$ cat config.mk
export PLATFORM = sky130hd
export DESIGN_NAME = http_request_line_parser_top
export DESIGN_NICKNAME = d
export VERILOG_FILES = /design/src/hdl/hrlp_pkg.sv /design/src/hdl/hrlp_core.sv /design/src/hdl/http_request_line_parser_top.sv
export SDC_FILE = /design/constraint.sdc
export NUM_CORES = 1
export LEC_CHECK = 0
export ABC_AREA = 0
export BUFFER_PORTS_ARGS = -buffer_cell sky130_fd_sc_hd__buf_2
export CAP_MARGIN = 20
export CORE_MARGIN = 5
export CORE_UTILIZATION = 51
export CTS_CLUSTER_SIZE = 12
export DETAILED_ROUTE_END_ITERATION = 10
export HOLD_SLACK_MARGIN = 0.08
export PLACE_DENSITY = 0.71
export SLEW_MARGIN = 20
export SYNTH_ARGS = -nofsm -noshare
export SYNTH_HDL_FRONTEND = slang
export SYNTH_SLANG_ARGS = --single-unit
export TNS_END_PERCENT = 5
$ cat constraint.sdc
create_clock -name clk -period 2.4 [get_ports clk]
set_input_delay 0.24 -clock clk [delete_from_list [all_inputs] [get_ports clk]]
set_output_delay 0.24 -clock clk [all_outputs]
set_load 0.1 [all_outputs]
$ cat src/hdl/hrlp_pkg.sv
// ----------------------------------------------------------------------------
// hrlp_pkg
// Shared types and constants for the request line parser: phase codes,
// field tags, separator characters and the per-word result record.
// ----------------------------------------------------------------------------
package hrlp_pkg;

	// parse phase of the current request line
	typedef enum logic [2:0] {
		PH_METHOD = 3'd0,
		PH_PATH   = 3'd1,
		PH_QUERY  = 3'd2,
		PH_AFTER  = 3'd3,
		PH_DONE   = 3'd4
	} phase_t;

	// field tag codes
	localparam logic [1:0] TAG_NONE   = 2'd0;
	localparam logic [1:0] TAG_METHOD = 2'd1;
	localparam logic [1:0] TAG_PATH   = 2'd2;
	localparam logic [1:0] TAG_QUERY  = 2'd3;

	// separator characters
	localparam logic [7:0] CH_CR = 8'h0D;
	localparam logic [7:0] CH_LF = 8'h0A;
	localparam logic [7:0] CH_SP = 8'h20;
	localparam logic [7:0] CH_QM = 8'h3F;

	// one result word
	typedef struct packed {
		logic [1:0] field_tag;
		logic [7:0] char_index;
		logic [7:0] char_value;
		logic       finished;
		logic       parse_failed;
	} result_t;

endpackage

$ cat src/hdl/hrlp_core.sv
// ----------------------------------------------------------------------------
// hrlp_core
// Parse state and per-byte classification: holds phase, field counters and
// the error flag, and computes the result word for the byte presented.
// ----------------------------------------------------------------------------
module hrlp_core #(
	parameter int METHOD_LIMIT = 16,
	parameter int PATH_LIMIT   = 256,
	parameter int QUERY_LIMIT  = 256
) (
	input  logic              clk,
	input  logic              arst_n,
	input  logic              step,
	input  logic [7:0]        byte_in,
	input  logic              end_of_buffer,
	output hrlp_pkg::result_t res,
	output logic              at_start
);

	localparam int MW = $clog2(METHOD_LIMIT + 1);
	localparam int PW = $clog2(PATH_LIMIT + 1);
	localparam int QW = $clog2(QUERY_LIMIT + 1);
	localparam logic [MW-1:0] MLIM = MW'(METHOD_LIMIT);
	localparam logic [PW-1:0] PLIM = PW'(PATH_LIMIT);
	localparam logic [QW-1:0] QLIM = QW'(QUERY_LIMIT);

	hrlp_pkg::phase_t phase_q, phase_d;
	logic [MW-1:0]    mcnt_q, mcnt_d;
	logic [PW-1:0]    pcnt_q, pcnt_d;
	logic [QW-1:0]    qcnt_q, qcnt_d;
	logic             err_q, err_d;
	logic             is_eol;
	logic [MW-1:0]    mpos;
	logic [PW-1:0]    ppos;
	logic [QW-1:0]    qpos;

	assign is_eol = (byte_in == hrlp_pkg::CH_CR) || (byte_in == hrlp_pkg::CH_LF);

	// next count and position per field, held at the limit
	always_comb begin
		mpos = (mcnt_q < MLIM) ? mcnt_q + MW'(1) : mcnt_q;
		ppos = (pcnt_q < PLIM) ? pcnt_q + PW'(1) : pcnt_q;
		qpos = (qcnt_q < QLIM) ? qcnt_q + QW'(1) : qcnt_q;
	end

	// classify byte and compute next state
	always_comb begin
		phase_d        = phase_q;
		mcnt_d         = mcnt_q;
		pcnt_d         = pcnt_q;
		qcnt_d         = qcnt_q;
		err_d          = err_q;
		res.field_tag  = hrlp_pkg::TAG_NONE;
		res.char_index = 8'd0;
		res.char_value = byte_in;
		res.finished   = end_of_buffer;
		case (phase_q)
			hrlp_pkg::PH_METHOD: begin
				if (is_eol) begin
					err_d   = 1'b1;
					phase_d = hrlp_pkg::PH_DONE;
				end else if (byte_in == hrlp_pkg::CH_SP) begin
					phase_d = hrlp_pkg::PH_PATH;
				end else begin
					res.field_tag  = hrlp_pkg::TAG_METHOD;
					// position is below the limit, so it fits eight bits
					res.char_index = 8'(mpos - MW'(1));
					mcnt_d         = mpos;
					if (mpos >= MLIM) err_d = 1'b1;
				end
			end
			hrlp_pkg::PH_PATH: begin
				if (is_eol) begin
					err_d   = 1'b1;
					phase_d = hrlp_pkg::PH_DONE;
				end else if (byte_in == hrlp_pkg::CH_SP) begin
					phase_d = hrlp_pkg::PH_AFTER;
				end else if (byte_in == hrlp_pkg::CH_QM) begin
					phase_d = hrlp_pkg::PH_QUERY;
				end else begin
					res.field_tag  = hrlp_pkg::TAG_PATH;
					res.char_index = 8'(ppos - PW'(1));
					pcnt_d         = ppos;
					if (ppos >= PLIM) err_d = 1'b1;
				end
			end
			hrlp_pkg::PH_QUERY: begin
				if (is_eol) begin
					err_d   = 1'b1;
					phase_d = hrlp_pkg::PH_DONE;
				end else if (byte_in == hrlp_pkg::CH_SP) begin
					phase_d = hrlp_pkg::PH_AFTER;
				end else begin
					res.field_tag  = hrlp_pkg::TAG_QUERY;
					res.char_index = 8'(qpos - QW'(1));
					qcnt_d         = qpos;
					if (qpos >= QLIM) err_d = 1'b1;
				end
			end
			hrlp_pkg::PH_AFTER: begin
				if (is_eol) phase_d = hrlp_pkg::PH_DONE;
			end
			default: begin
			end
		endcase
		res.parse_failed = end_of_buffer && (err_d || (phase_d != hrlp_pkg::PH_DONE));
	end

	// state update, back to start after the last byte of a buffer
	always_ff @(posedge clk or negedge arst_n) begin
		if (!arst_n) begin
			phase_q <= hrlp_pkg::PH_METHOD;
			mcnt_q  <= '0;
			pcnt_q  <= '0;
			qcnt_q  <= '0;
			err_q   <= 1'b0;
		end else if (step) begin
			if (end_of_buffer) begin
				phase_q <= hrlp_pkg::PH_METHOD;
				mcnt_q  <= '0;
				pcnt_q  <= '0;
				qcnt_q  <= '0;
				err_q   <= 1'b0;
			end else begin
				phase_q <= phase_d;
				mcnt_q  <= mcnt_d;
				pcnt_q  <= pcnt_d;
				qcnt_q  <= qcnt_d;
				err_q   <= err_d;
			end
		end
	end

	assign at_start = (phase_q == hrlp_pkg::PH_METHOD) && (mcnt_q == '0) &&
		(pcnt_q == '0) && (qcnt_q == '0) && !err_q;

endmodule

$ cat src/hdl/http_request_line_parser_top.sv
// ----------------------------------------------------------------------------
// http_request_line_parser_top
// Splits the first line of an HTTP request, one byte per word, into method,
// path and query, tagging each byte with its field and position.
// ----------------------------------------------------------------------------
// Usage:
//   Input channel s_*: one request byte per word in s_tdata, s_tlast marks
//   the final byte of the request buffer.
//   Output channel m_*: one result word per input word, in order. m_tdata
//   carries tag, index and the echoed byte; m_tlast is set on the result of
//   the final byte, and m_tuser then reports a malformed or too long line.
//   Each accepted word waits in the input register, and the parse logic
//   loads the output register from it when that register is free or being
//   drained.
//   Throughput is one word per cycle without a stall; the phase and counter
//   registers in the core are updated in the same cycle a word moves into
//   the output register. On a receiver stall the output register holds
//   and the input register fills; s_tready drops only when both are full.
//   Reset empties both registers and returns the parser to the method phase.
//   After the final byte of a buffer the parser starts a new request.
// ----------------------------------------------------------------------------
module http_request_line_parser_top #(
	parameter int METHOD_LIMIT = 16,
	parameter int PATH_LIMIT   = 256,
	parameter int QUERY_LIMIT  = 256
) (
	input  logic        clk,
	input  logic        arst_n,
	input  logic        s_tvalid,
	output logic        s_tready,
	input  logic [7:0]  s_tdata,   // [7:0] byte_in
	input  logic        s_tlast,   // end_of_buffer
	output logic        m_tvalid,
	input  logic        m_tready,
	output logic [23:0] m_tdata,   // [1:0] field_tag, [9:2] char_index,
	                               // [17:10] char_value, [23:18] zero
	output logic        m_tlast,   // finished
	output logic        m_tuser    // parse_failed
);

	logic              vld_s1;
	logic [7:0]        byte_s1;
	logic              last_s1;
	logic              vld_s2;
	hrlp_pkg::result_t res_s2;
	hrlp_pkg::result_t res;
	logic              adv;
	logic              step;
	logic              at_start;

	// pipeline moves when the output register is free or being drained
	assign adv      = !vld_s2 || m_tready;
	assign step     = adv && vld_s1;
	assign s_tready = !vld_s1 || adv;

	// input register
	always_ff @(posedge clk or negedge arst_n) begin
		if (!arst_n) begin
			vld_s1 <= 1'b0;
		end else if (s_tready) begin
			vld_s1 <= s_tvalid;
		end
	end

	always_ff @(posedge clk) begin
		if (s_tready && s_tvalid) begin
			byte_s1 <= s_tdata;
			last_s1 <= s_tlast;
		end
	end

	hrlp_core #(
		.METHOD_LIMIT(METHOD_LIMIT),
		.PATH_LIMIT  (PATH_LIMIT),
		.QUERY_LIMIT (QUERY_LIMIT)
	) u_core (
		.clk          (clk),
		.arst_n       (arst_n),
		.step         (step),
		.byte_in      (byte_s1),
		.end_of_buffer(last_s1),
		.res          (res),
		.at_start     (at_start)
	);

	// output register
	always_ff @(posedge clk or negedge arst_n) begin
		if (!arst_n) begin
			vld_s2 <= 1'b0;
		end else if (adv) begin
			vld_s2 <= vld_s1;
		end
	end

	always_ff @(posedge clk) begin
		if (step) begin
			res_s2 <= res;
		end
	end

	assign m_tvalid = vld_s2;
	assign m_tdata  = {6'd0, res_s2.char_value, res_s2.char_index, res_s2.field_tag};
	assign m_tlast  = res_s2.finished;
	assign m_tuser  = res_s2.parse_failed;

	// failure is only reported on the final result
	a_fail_on_last: assert property (@(posedge clk) disable iff (!arst_n)
		m_tvalid && m_tuser |-> m_tlast)
		else $error("parse_failed without finished");

	// separators and ignored bytes carry index zero
	a_idx_zero: assert property (@(posedge clk) disable iff (!arst_n)
		m_tvalid && (m_tdata[1:0] == hrlp_pkg::TAG_NONE) |-> (m_tdata[9:2] == 8'd0))
		else $error("nonzero index on untagged byte");

	// method positions stay below the method limit
	a_method_idx: assert property (@(posedge clk) disable iff (!arst_n)
		m_tvalid && (m_tdata[1:0] == hrlp_pkg::TAG_METHOD) |->
		(32'(m_tdata[9:2]) < METHOD_LIMIT))
		else $error("method index beyond limit");

	// parser returns to start after the final byte of a buffer
	a_restart: assert property (@(posedge clk) disable iff (!arst_n)
		step && last_s1 |=> at_start)
		else $error("parser state not cleared after final byte");

endmodule
# [Word-level counts from Yosys, hierarchy flattened]
# Index checks and enable logic that the tools add are counted.
# W data, S select, Z words.
[classes] reduce_logical=16 eq_ne=11 n_addsub=6 order_cmp=6 n_mux=46
[op_table] op="$mux W9" count=12
[op_table] op="$mux W10" count=6
[op_table] op="$pmux W10 S3" count=1
[op_table] op="$mux W3" count=9
[op_table] op="$mux W5" count=5
[op_table] op="$add A9 B1 Y9 const B" count=2
[op_table] op="$ge A9 B9 Y1 const B" count=2
[op_table] op="$lt A9 B9 Y1 const B" count=2
[op_table] op="$eq A8 B4 Y1 const B" count=2
[op_table] op="$eq A8 B6 Y1 const B" count=2
[op_table] op="$sub A8 B1 Y8 const B" count=2
[op_table] op="$pmux W3 S4" count=1
[op_table] op="$mux W1" count=11
[op_table] op="$reduce_and A4 Y1" count=2
[op_table] op="$eq A3 B2 Y1 const B" count=2
[op_table] op="$ne A2 B2 Y1 const B" count=3
[op_table] op="$reduce_bool A2 Y1" count=3
[op_table] op="$sub A5 B1 Y6 const B" count=1
[op_table] op="$add A5 B1 Y5 const B" count=1
[op_table] op="$ge A5 B5 Y1 const B" count=1
[op_table] op="$lt A5 B5 Y1 const B" count=1
[op_table] op="$reduce_and A5 Y1" count=1
[op_table] op="$logic_or A1 B1 Y1" count=4
[op_table] op="$eq A3 B1 Y1 const B" count=1
[op_table] op="other kinds (5)" count=8
[word_totals] reg_bits=58 input_bits=13 output_inout_bits=28 word_cells=99

# [Depth between registers and ports, before layout]
# Gate-level depths: netlist of the first run.
[logic_depth] depth_word=10 ltp_mapped=8 mapped_depth_nobuf=8

# [Hierarchy]
# From an unflattened synthesis of the first run, not the netlist that was laid out.
[hier_totals] hier_cells=355 area_unflattened_um2=3656.0
[modules_own_cells] mod="hrlp_core" n_inst=1 area_each_um2=2632.5 seq_area_each_um2=675.6 cells_per_inst=311
[modules_own_cells] mod="http_request_line_parser_top" n_inst=1 area_each_um2=1023.5 seq_area_each_um2=920.9 cells_per_inst=44

# [Worst setup path before layout of the first run]
# No wires, ideal clock.
[synth_path] kind="register to register" from="register vld_s2 (netlist: m_tvalid)" to="register byte_s1[0], enable pin" period_less_slack_ps=2818 required_time_ps=2113 arrival_ps=2532 setup_slack_ps=-418 stages_incl_launch_ff=3 setup_time_ps=287 n_path_buf=0 cell_sequence="dfrtp_1 nand3b_1 and2_1"
[synth_between] elab_chain_cells=4
[synth_rtl] item="start, declared" line_no="http_request_line_parser_top.sv:44" source="logic vld_s2;"
[synth_rtl] item="start signal, assigned" line_no="http_request_line_parser_top.sv:91" source="vld_s2 <= vld_s1;"
[synth_rtl] item="$logic_not A1 Y1" line_no="http_request_line_parser_top.sv:52" source="assign adv = !vld_s2 || m_tready;"
[synth_rtl] item="$logic_or A1 B1 Y1" line_no="http_request_line_parser_top.sv:52"
[synth_rtl] item="$logic_or A1 B1 Y1" line_no="http_request_line_parser_top.sv:54" source="assign s_tready = !vld_s1 || adv;"
[synth_rtl] item="net s_tready" line_no="http_request_line_parser_top.sv:30" source="output logic s_tready,"
[synth_rtl] item="$logic_and A1 B1 Y1" line_no="http_request_line_parser_top.sv:66" source="if (s_tready && s_tvalid) begin"
[synth_rtl] item="end signal, assigned" line_no="http_request_line_parser_top.sv:67" source="byte_s1 <= s_tdata;"
[synth_rtl] item="end, declared" line_no="http_request_line_parser_top.sv:42" source="logic [7:0] byte_s1;"
# The timed path passes the listed nets, and every way through them passes these cells.
# A chain may end at the register's enable or synchronous reset.

==> results by group, run 1 <==
Yosys
  • Area contributors post-synth: sky130_fd_sc_hd__edfxtp_1 (25%), sky130_fd_sc_hd__dfrtp_1 (21%), sky130_fd_sc_hd__xnor2_1 (4.0%)
  • Main combinational cell family by area after synthesis: compound AO/OA/AOI/OAI gates
  • Share of the synthesized area in compound gates (AO/OA/AOI/OAI): 18.87%
  • Number of warnings reported in the yosys synthesis log: 0
  • Number of enable flip-flop cells after synthesis: 29
  • Synthesized-area fraction occupied by and/or/nand/nor cells: 17.32%
  • Xor/xnor share of the synthesized area: 7.562%
  • Portion of netlist area occupied by mux cells: 2.449%
  • Share of the synthesized area in the top cell type: 25.06%
  • Mapped Avg Cell Area: 10.16 µm²
  • Top cell types by occurrence after synthesis: sky130_fd_sc_hd__dfrtp_1 (29), sky130_fd_sc_hd__edfxtp_1 (29), sky130_fd_sc_hd__nor2_1 (27)
  • Cell area after synthesis: 0.003475 mm²
  • Synthesized netlist cell count: 342
  • Dominant cell type by area after synthesis: sky130_fd_sc_hd__edfxtp_1
  • Register area share after synthesis: 45.95%
  • Number of distinct standard cells referenced by the synthesized netlist: 67
  • Adder-cell share of the synthesized area: 2.521%
  • Share of synthesized flip-flops with an asynchronous set or reset: 50.00%
  • Post-synthesis sequential element count: 58
  • Synth Flop Type: sky130_fd_sc_hd__edfxtp_1

Power and ir drop
  • Power per standard cell area: 691.7 mW/mm²
  • Max VDD drop: 0.2723 mV
  • Reported leakage power: 1.593 nW

CTS
  • CTS tree: yes
  • Bufs on Longest Clock Path: 2
  • Post-CTS setup-driven buffer insertion count: 0
  • Insertion delay of the later-clocked pin in the worst-skew pair: 0.35 ns
  • Total number of clock tree sinks: 58
  • Clock-pin slew on the worst setup and hold paths: 0.07 ns
  • Number of clock buffers inserted by TritonCTS: 9
  • H-Tree Level Count: 3
  • Cell at the root of the clock tree: sky130_fd_sc_hd__clkbuf_8

Floorplan
  • Boundary Pins: 41
  • Floorplan die height: 92.54 µm
  • Count of standard-cell rows: 30
  • Starting Density: 51.71%
  • Die Outline Area: 0.008564 mm²
  • Die span in x: 92.54 µm
  • Floorplan core area: 0.006719 mm²

Detailed routing
  • DRC viols: 0
  • DR vias: 2,815
  • Vias per std cell: 5.939
  • Initial DRC Count: 206
  • Wire per inst: 17.21 µm
  • Number of nets with antenna violations after detailed routing: 0
  • Routed WL: 8156 µm
  • First-pass detailed-route iteration total: 5

Timing
  • Count of final setup violators: 0
  • Slew of the pin with the lowest slew margin: 0.7062 ns
  • Relative slew margins: 52.92%
  • Tightest hold margin: 0.1021 ns
  • Count of final max-slew check failures: 0
  • Final min period: 2.253 ns
  • Worst clock skew: 0.01052 ns
  • Upper clock frequency limit: 0.4439 GHz
  • Fraction of the cycle the final worst path needs: 93.86%
  • Setup repair after global routing missed its margin: false
  • Setup TNS after final layout: 0 ns
  • Final Hold Viols: 0

Critical path
  • Arrival @ worst endpoint: 2.33 ns
  • Data required time at the worst endpoint: 2.48 ns
  • Slowest stage delay, CP: 0.49 ns
  • CP max-delay cell: sky130_fd_sc_hd__dfrtp_1
  • Worst Path Max Fanout: 10
  • Critical path start-end classification: flip-flop to flip-flop
  • Crit path buf inv count: 0
  • Critical path capture point type: flip-flop
  • Top cell family by delay on the critical path: flip-flops
  • Chain of cells forming the critical path: ha_1 -> nor4b_1 -> o21bai_1 -> a21oi_1 -> mux2i_1 -> xor2_1 -> o221ai_1
  • Worst Setup Start Kind: flip-flop

Place
  • Number of buffer cells added on primary ports: 34
  • Routability-driven placement congestion ratio: 0.8750
  • HPWL after DPL: 5639 µm

Cells and area
  • Final-layout fill cell count: 557
  • Area growth, synth to finish: 16.46%
  • FF/Latch Area: 0.001598 mm²
  • N_diodes: 0
  • Number of nets at the end of the flow: 409
  • Layout cells sized above 1: 20.81%
  • Multi-input logic area: 0.001730 mm²

Worst hold path
  • Min-delay worst type: primary input to flip-flop

Run
  • Max-Cap Viols: 0

Global routing
  • Initial antenna violation count: 0
  • Total routing resource utilization after global routing: 20.22%
  • Number of global-route vias before repair: 2,753
  • First-pass GRT wire length: 13,720 µm
  • Largest net degree at the start of global routing: 38
  • Global-route congestion overflow total: 0

Run status
  • Status: completed
==> report_power, final <==
part	total, mW	switching (mW)	internal (mW)
Clock	0.920	0.435	0.485
Sequential	1.18	0.0441	1.14
Combinational	0.698	0.543	0.155
Total	2.80	1.02	1.78
==> final timing paths <==
check                            startpoint          endpoint  slack, ns  cells past startpoint
min in group asynchronous            arst_n  u_core.pcnt_q[5]       0.48                      2
hold / removal                     s_tvalid            vld_s1       0.10                      2
hold reg to reg                      vld_s1          m_tvalid       0.50                      1
max in group asynchronous            arst_n          m_tvalid       1.42                      2
setup reg to reg           u_core.pcnt_q[0]        m_tdata[7]       0.15                      7
setup / recovery           u_core.pcnt_q[0]        m_tdata[7]       0.15                      7
==> state kept, by name (all words and copies together) (netlist names) <==
| signal | cells |
|---|---|
| vld_s1 | 1 |
| last_s1 | 1 |
| m_tvalid | 1 |
| u_core.qcnt_q | 9 |
| byte_s1 | 8 |
| m_tdata | 18 |
| u_core.phase_q | 3 |
| u_core.err_q | 1 |
| u_core.mcnt_q | 5 |
| m_tlast | 1 |
| m_tuser | 1 |
| u_core.pcnt_q | 9 |
==> layout make-up <==
cell class              instances  area share (%)
clock buffers                   9           3.061
clock inverters                 7           1.917
inverters                       7          0.6494
multi-input cells             253           42.76
flip-flops and latches         58           39.49
well taps                      80           2.474
repair buffers                 60           9.647
==> logic make-up after synthesis <==
group | count (synthesis)
DFF | 58
and+or+nand+nor | 108
xor gates and xnor gates | 30
other | 1
buffers and inverters | 36
muxes | 8
adders and majority gates | 7
AOI/OAI and AO/OA | 94
==> cells in the final DEF (no fill, tap or decap), drive strengths merged, types with 3 or more instances in the layout <==
master / netlist / final
buf: 19 / 50
edfxtp: 29 / 29
dfrtp: 29 / 29
nor2: 27 / 27
o21ai: 24 / 24
nand2: 20 / 20
a21oi: 18 / 18
xnor2: 16 / 16
xor2: 14 / 14
nand3: 13 / 13
dlygate4sd3: 0 / 10
o31ai: 10 / 10
clkbuf: 10 / 9
nand2b: 8 / 8
inv: 7 / 8
ha: 7 / 7
mux2i: 7 / 7
nand4: 6 / 6
conb: 1 / 6
nor3: 6 / 6
a31oi: 5 / 5
a22o: 5 / 5
nor3b: 4 / 4
nand4b: 4 / 4
o21bai: 4 / 4
a211oi: 4 / 4
clkinv: 0 / 4
nand3b: 3 / 3
o221ai: 3 / 3
a41oi: 3 / 3
o22ai: 3 / 3
==> metrics by stage <==
step	setup slack [ns]	cell area, µm²	utilization (%)	total power, mW	std cells
6_report	0.1474	4046	60.22	2.799	474
5_1_grt	0.04226	4046	60.22	2.897	474
4_1_cts	0.1577	4034	60.04	2.805	474
3_5_place_dp	0.1683	3732	55.55	1.884	448
3_3_place_gp	0.2032	3732	55.55	1.879	448
2_1_floorplan	0.05305	3497	-	1.758	347
==> what timing repair did <==
| item | in CTS | in global routing |
|---|---|---|
| resized for setup | 0 | 2 |
| hold buffers | 10 | 0 |
| hold endpoints to repair | 38 | 0 |
| endpoints found under the setup margin | 0 | 4 |
==> layer usage <==
metal / vias to the layer above / part of all wire, % / track usage (%)
li1: 1360 / - / -
met1: 1372 / 45 / 26.76
met2: 70 / 49 / 32.99
met3: 13 / 4.9 / 4.630
met4: 0 / 1.4 / 6.188
met5: - / 0 / 0
Power figures use the tool's default switching activity.
==> run 2, diff against run 1 <==
CORE_ASPECT_RATIO = 0.5   (was unset)
==> run 2 against run 1 <==
Against the previous run:
- register-to-register slack got worse by 0.03 ns
- hold slack lost 0.0079 ns
- wire length shrank 1.2%
- fmax is 1.4% lower
- largest cell class unchanged
- core utilization increased by 2.0 points
==> results by group, run 2 (synthesis results as in run 1) <==
Global routing
  • Initial antenna violation count: 0
  • Total routing resource utilization after global routing: 20.62%
  • Number of global-route vias before repair: 2,778
  • Global-route congestion overflow total: 0
  • Largest net degree at the start of global routing: 38
  • First-pass GRT wire length: 13,720 µm

CTS
  • H-Tree Level Count: 3
  • Insertion delay of the later-clocked pin in the worst-skew pair: 0.33 ns
  • Bufs on Longest Clock Path: 2
  • CTS tree: yes
  • Clock-pin slew on the worst setup and hold paths: 0.05 ns
  • Post-CTS setup-driven buffer insertion count: 0
  • Total number of clock tree sinks: 58
  • Cell at the root of the clock tree: sky130_fd_sc_hd__clkbuf_16
  • Number of clock buffers inserted by TritonCTS: 9

Critical path
  • Critical path start-end classification: flip-flop to flip-flop
  • Worst Path Max Fanout: 5
  • Worst Setup Start Kind: flip-flop
  • Arrival @ worst endpoint: 2.39 ns
  • Critical path capture point type: flip-flop
  • Register-to-register setup slack: 0.12 ns
  • Data required time at the worst endpoint: 2.50 ns

Timing
  • Tightest hold margin: 0.09428 ns
  • Relative slew margins: 53.09%
  • Final min period: 2.284 ns
  • Count of final setup violators: 0
  • Count of final max-slew check failures: 0
  • Final Hold Viols: 0
  • Upper clock frequency limit: 0.4379 GHz
  • Setup repair after global routing missed its margin: false
  • Slew of the pin with the lowest slew margin: 0.7036 ns
  • Setup TNS after final layout: 0 ns
  • Fraction of the cycle the final worst path needs: 95.16%
  • Worst clock skew: 0.007296 ns

Floorplan
  • Die span in x: 126.7 µm
  • Floorplan core area: 0.006648 mm²
  • Starting Density: 52.27%
  • Boundary Pins: 41
  • Floorplan die height: 68.37 µm
  • Die Outline Area: 0.008664 mm²
  • Count of standard-cell rows: 21

Place
  • Number of buffer cells added on primary ports: 34
  • Routability-driven placement congestion ratio: 0.9182
  • Dpl cell area: 0.003710 mm²
  • HPWL after DPL: 5538 µm

Cells and area
  • Layout cells sized above 1: 20.10%
  • Post-layout instance area: 0.004138 mm²
  • Commonest non-fill, non-tap cell in the layout: sky130_fd_sc_hd__buf_2
  • Number of flip-flops under the largest register name: 18
  • N_diodes: 0
  • Most used cells in the layout excluding fill and tap cells: sky130_fd_sc_hd__buf_2 (34), sky130_fd_sc_hd__edfxtp_1 (29), sky130_fd_sc_hd__dfrtp_1 (28), sky130_fd_sc_hd__nor2_1 (27)
  • Area growth, synth to finish: 19.09%
  • Number of nets at the end of the flow: 403

Detailed routing
  • Vias per std cell: 5.844
  • Number of nets with antenna violations after detailed routing: 0
  • Wire per inst: 16.79 µm
  • DRC viols: 0
  • Routed WL: 8060 µm
  • DR vias: 2,805
  • First-pass detailed-route iteration total: 6
  • Initial DRC Count: 216

Power and ir drop
  • Power per standard cell area: 784.5 mW/mm²
  • Reported leakage power: 1.617 nW
  • Max VDD drop: 0.5711 mV

Run
  • Max-Cap Viols: 0

Worst hold path
  • Min-delay worst type: primary input to flip-flop

Run status
  • Status: completed
-- run 2: changes by cell type in the layout (fill, tap and decap cells not counted), sizes merged --
cell | previous run | this run
clkbuf | 9 | 11
bufinv | 1 | 2
clkinv | 4 | 2
dlygate4sd3 | 10 | 9
inv | 8 | 7
buf | 50 | 45
-- run 2: layer usage --
metal,GRT usage (%),up-vias,wire (µm)
met5,0,-,0
met4,6.952,0,104
met3,7.482,11,717
met2,31.38,121,3434
met1,27.58,1323,3803
li1,-,1350,-
-- run 2: worst max-delay path, stage by stage, from the launching register on --
cell and delay, ns:
sky130_fd_sc_hd__dfrtp_1 0.42, sky130_fd_sc_hd__ha_1 0.33, sky130_fd_sc_hd__nand2b_1 0.19, sky130_fd_sc_hd__o32a_1 0.29
sky130_fd_sc_hd__o22ai_1 0.25, sky130_fd_sc_hd__xnor2_1 0.18, sky130_fd_sc_hd__nor2_1 0.06, sky130_fd_sc_hd__o32ai_1 0.33
-- run 2: timing repair --
item / CTS / global route
setup endpoints to repair: 0 / 6
gates resized for setup: 0 / 4
hold endpoints to repair: 36 / 1
hold buffers: 8 / 1
-- run 2: through the flow --
step | worst slack [ns] | std cells | total power, mW | utilization [%]
floorplan | 0.05305 | 347 | 1.758 | -
global placement | 0.2282 | 455 | 1.876 | 55.81
finish | 0.1162 | 480 | 3.246 | 62.24
global route | 0.009415 | 480 | 3.373 | 62.24
detailed placement | 0.1697 | 455 | 1.882 | 55.81
CTS | 0.1495 | 479 | 3.272 | 61.83
-- run 2: worst paths after layout --
kind	cells after the start	to	startpoint
setup / recovery	7	m_tdata[5]	u_core.qcnt_q[1]
hold / removal	1	byte_s1[4]	s_tdata[4]
min in group asynchronous	2	u_core.phase_q[1]	arst_n
max in group asynchronous	2	m_tvalid	arst_n
setup reg to reg	7	m_tdata[5]	u_core.qcnt_q[1]
hold reg to reg	1	m_tvalid	vld_s1
-- run 2: cell type report --
cell class	count	area (µm²)
Timing Repair Buffer	54	342.8
Fill cell	551	2510
Inverter	7	26.28
Multi-Input combinational cell	253	1735
Tap cell	92	115.1
Clock buffer	11	242.7
Clock inverter	5	77.57
Sequential cell	58	1598
-- run 2: where the power goes --
part | internal (mW) | total, mW | switching, mW | leakage, nW
sequential | 1.14 | 1.19 | 0.0457 | 0.672
clock | 0.931 | 1.36 | 0.433 | 0.156
combinational | 0.152 | 0.696 | 0.544 | 0.790
total | 2.22 | 3.25 | 1.02 | 1.62
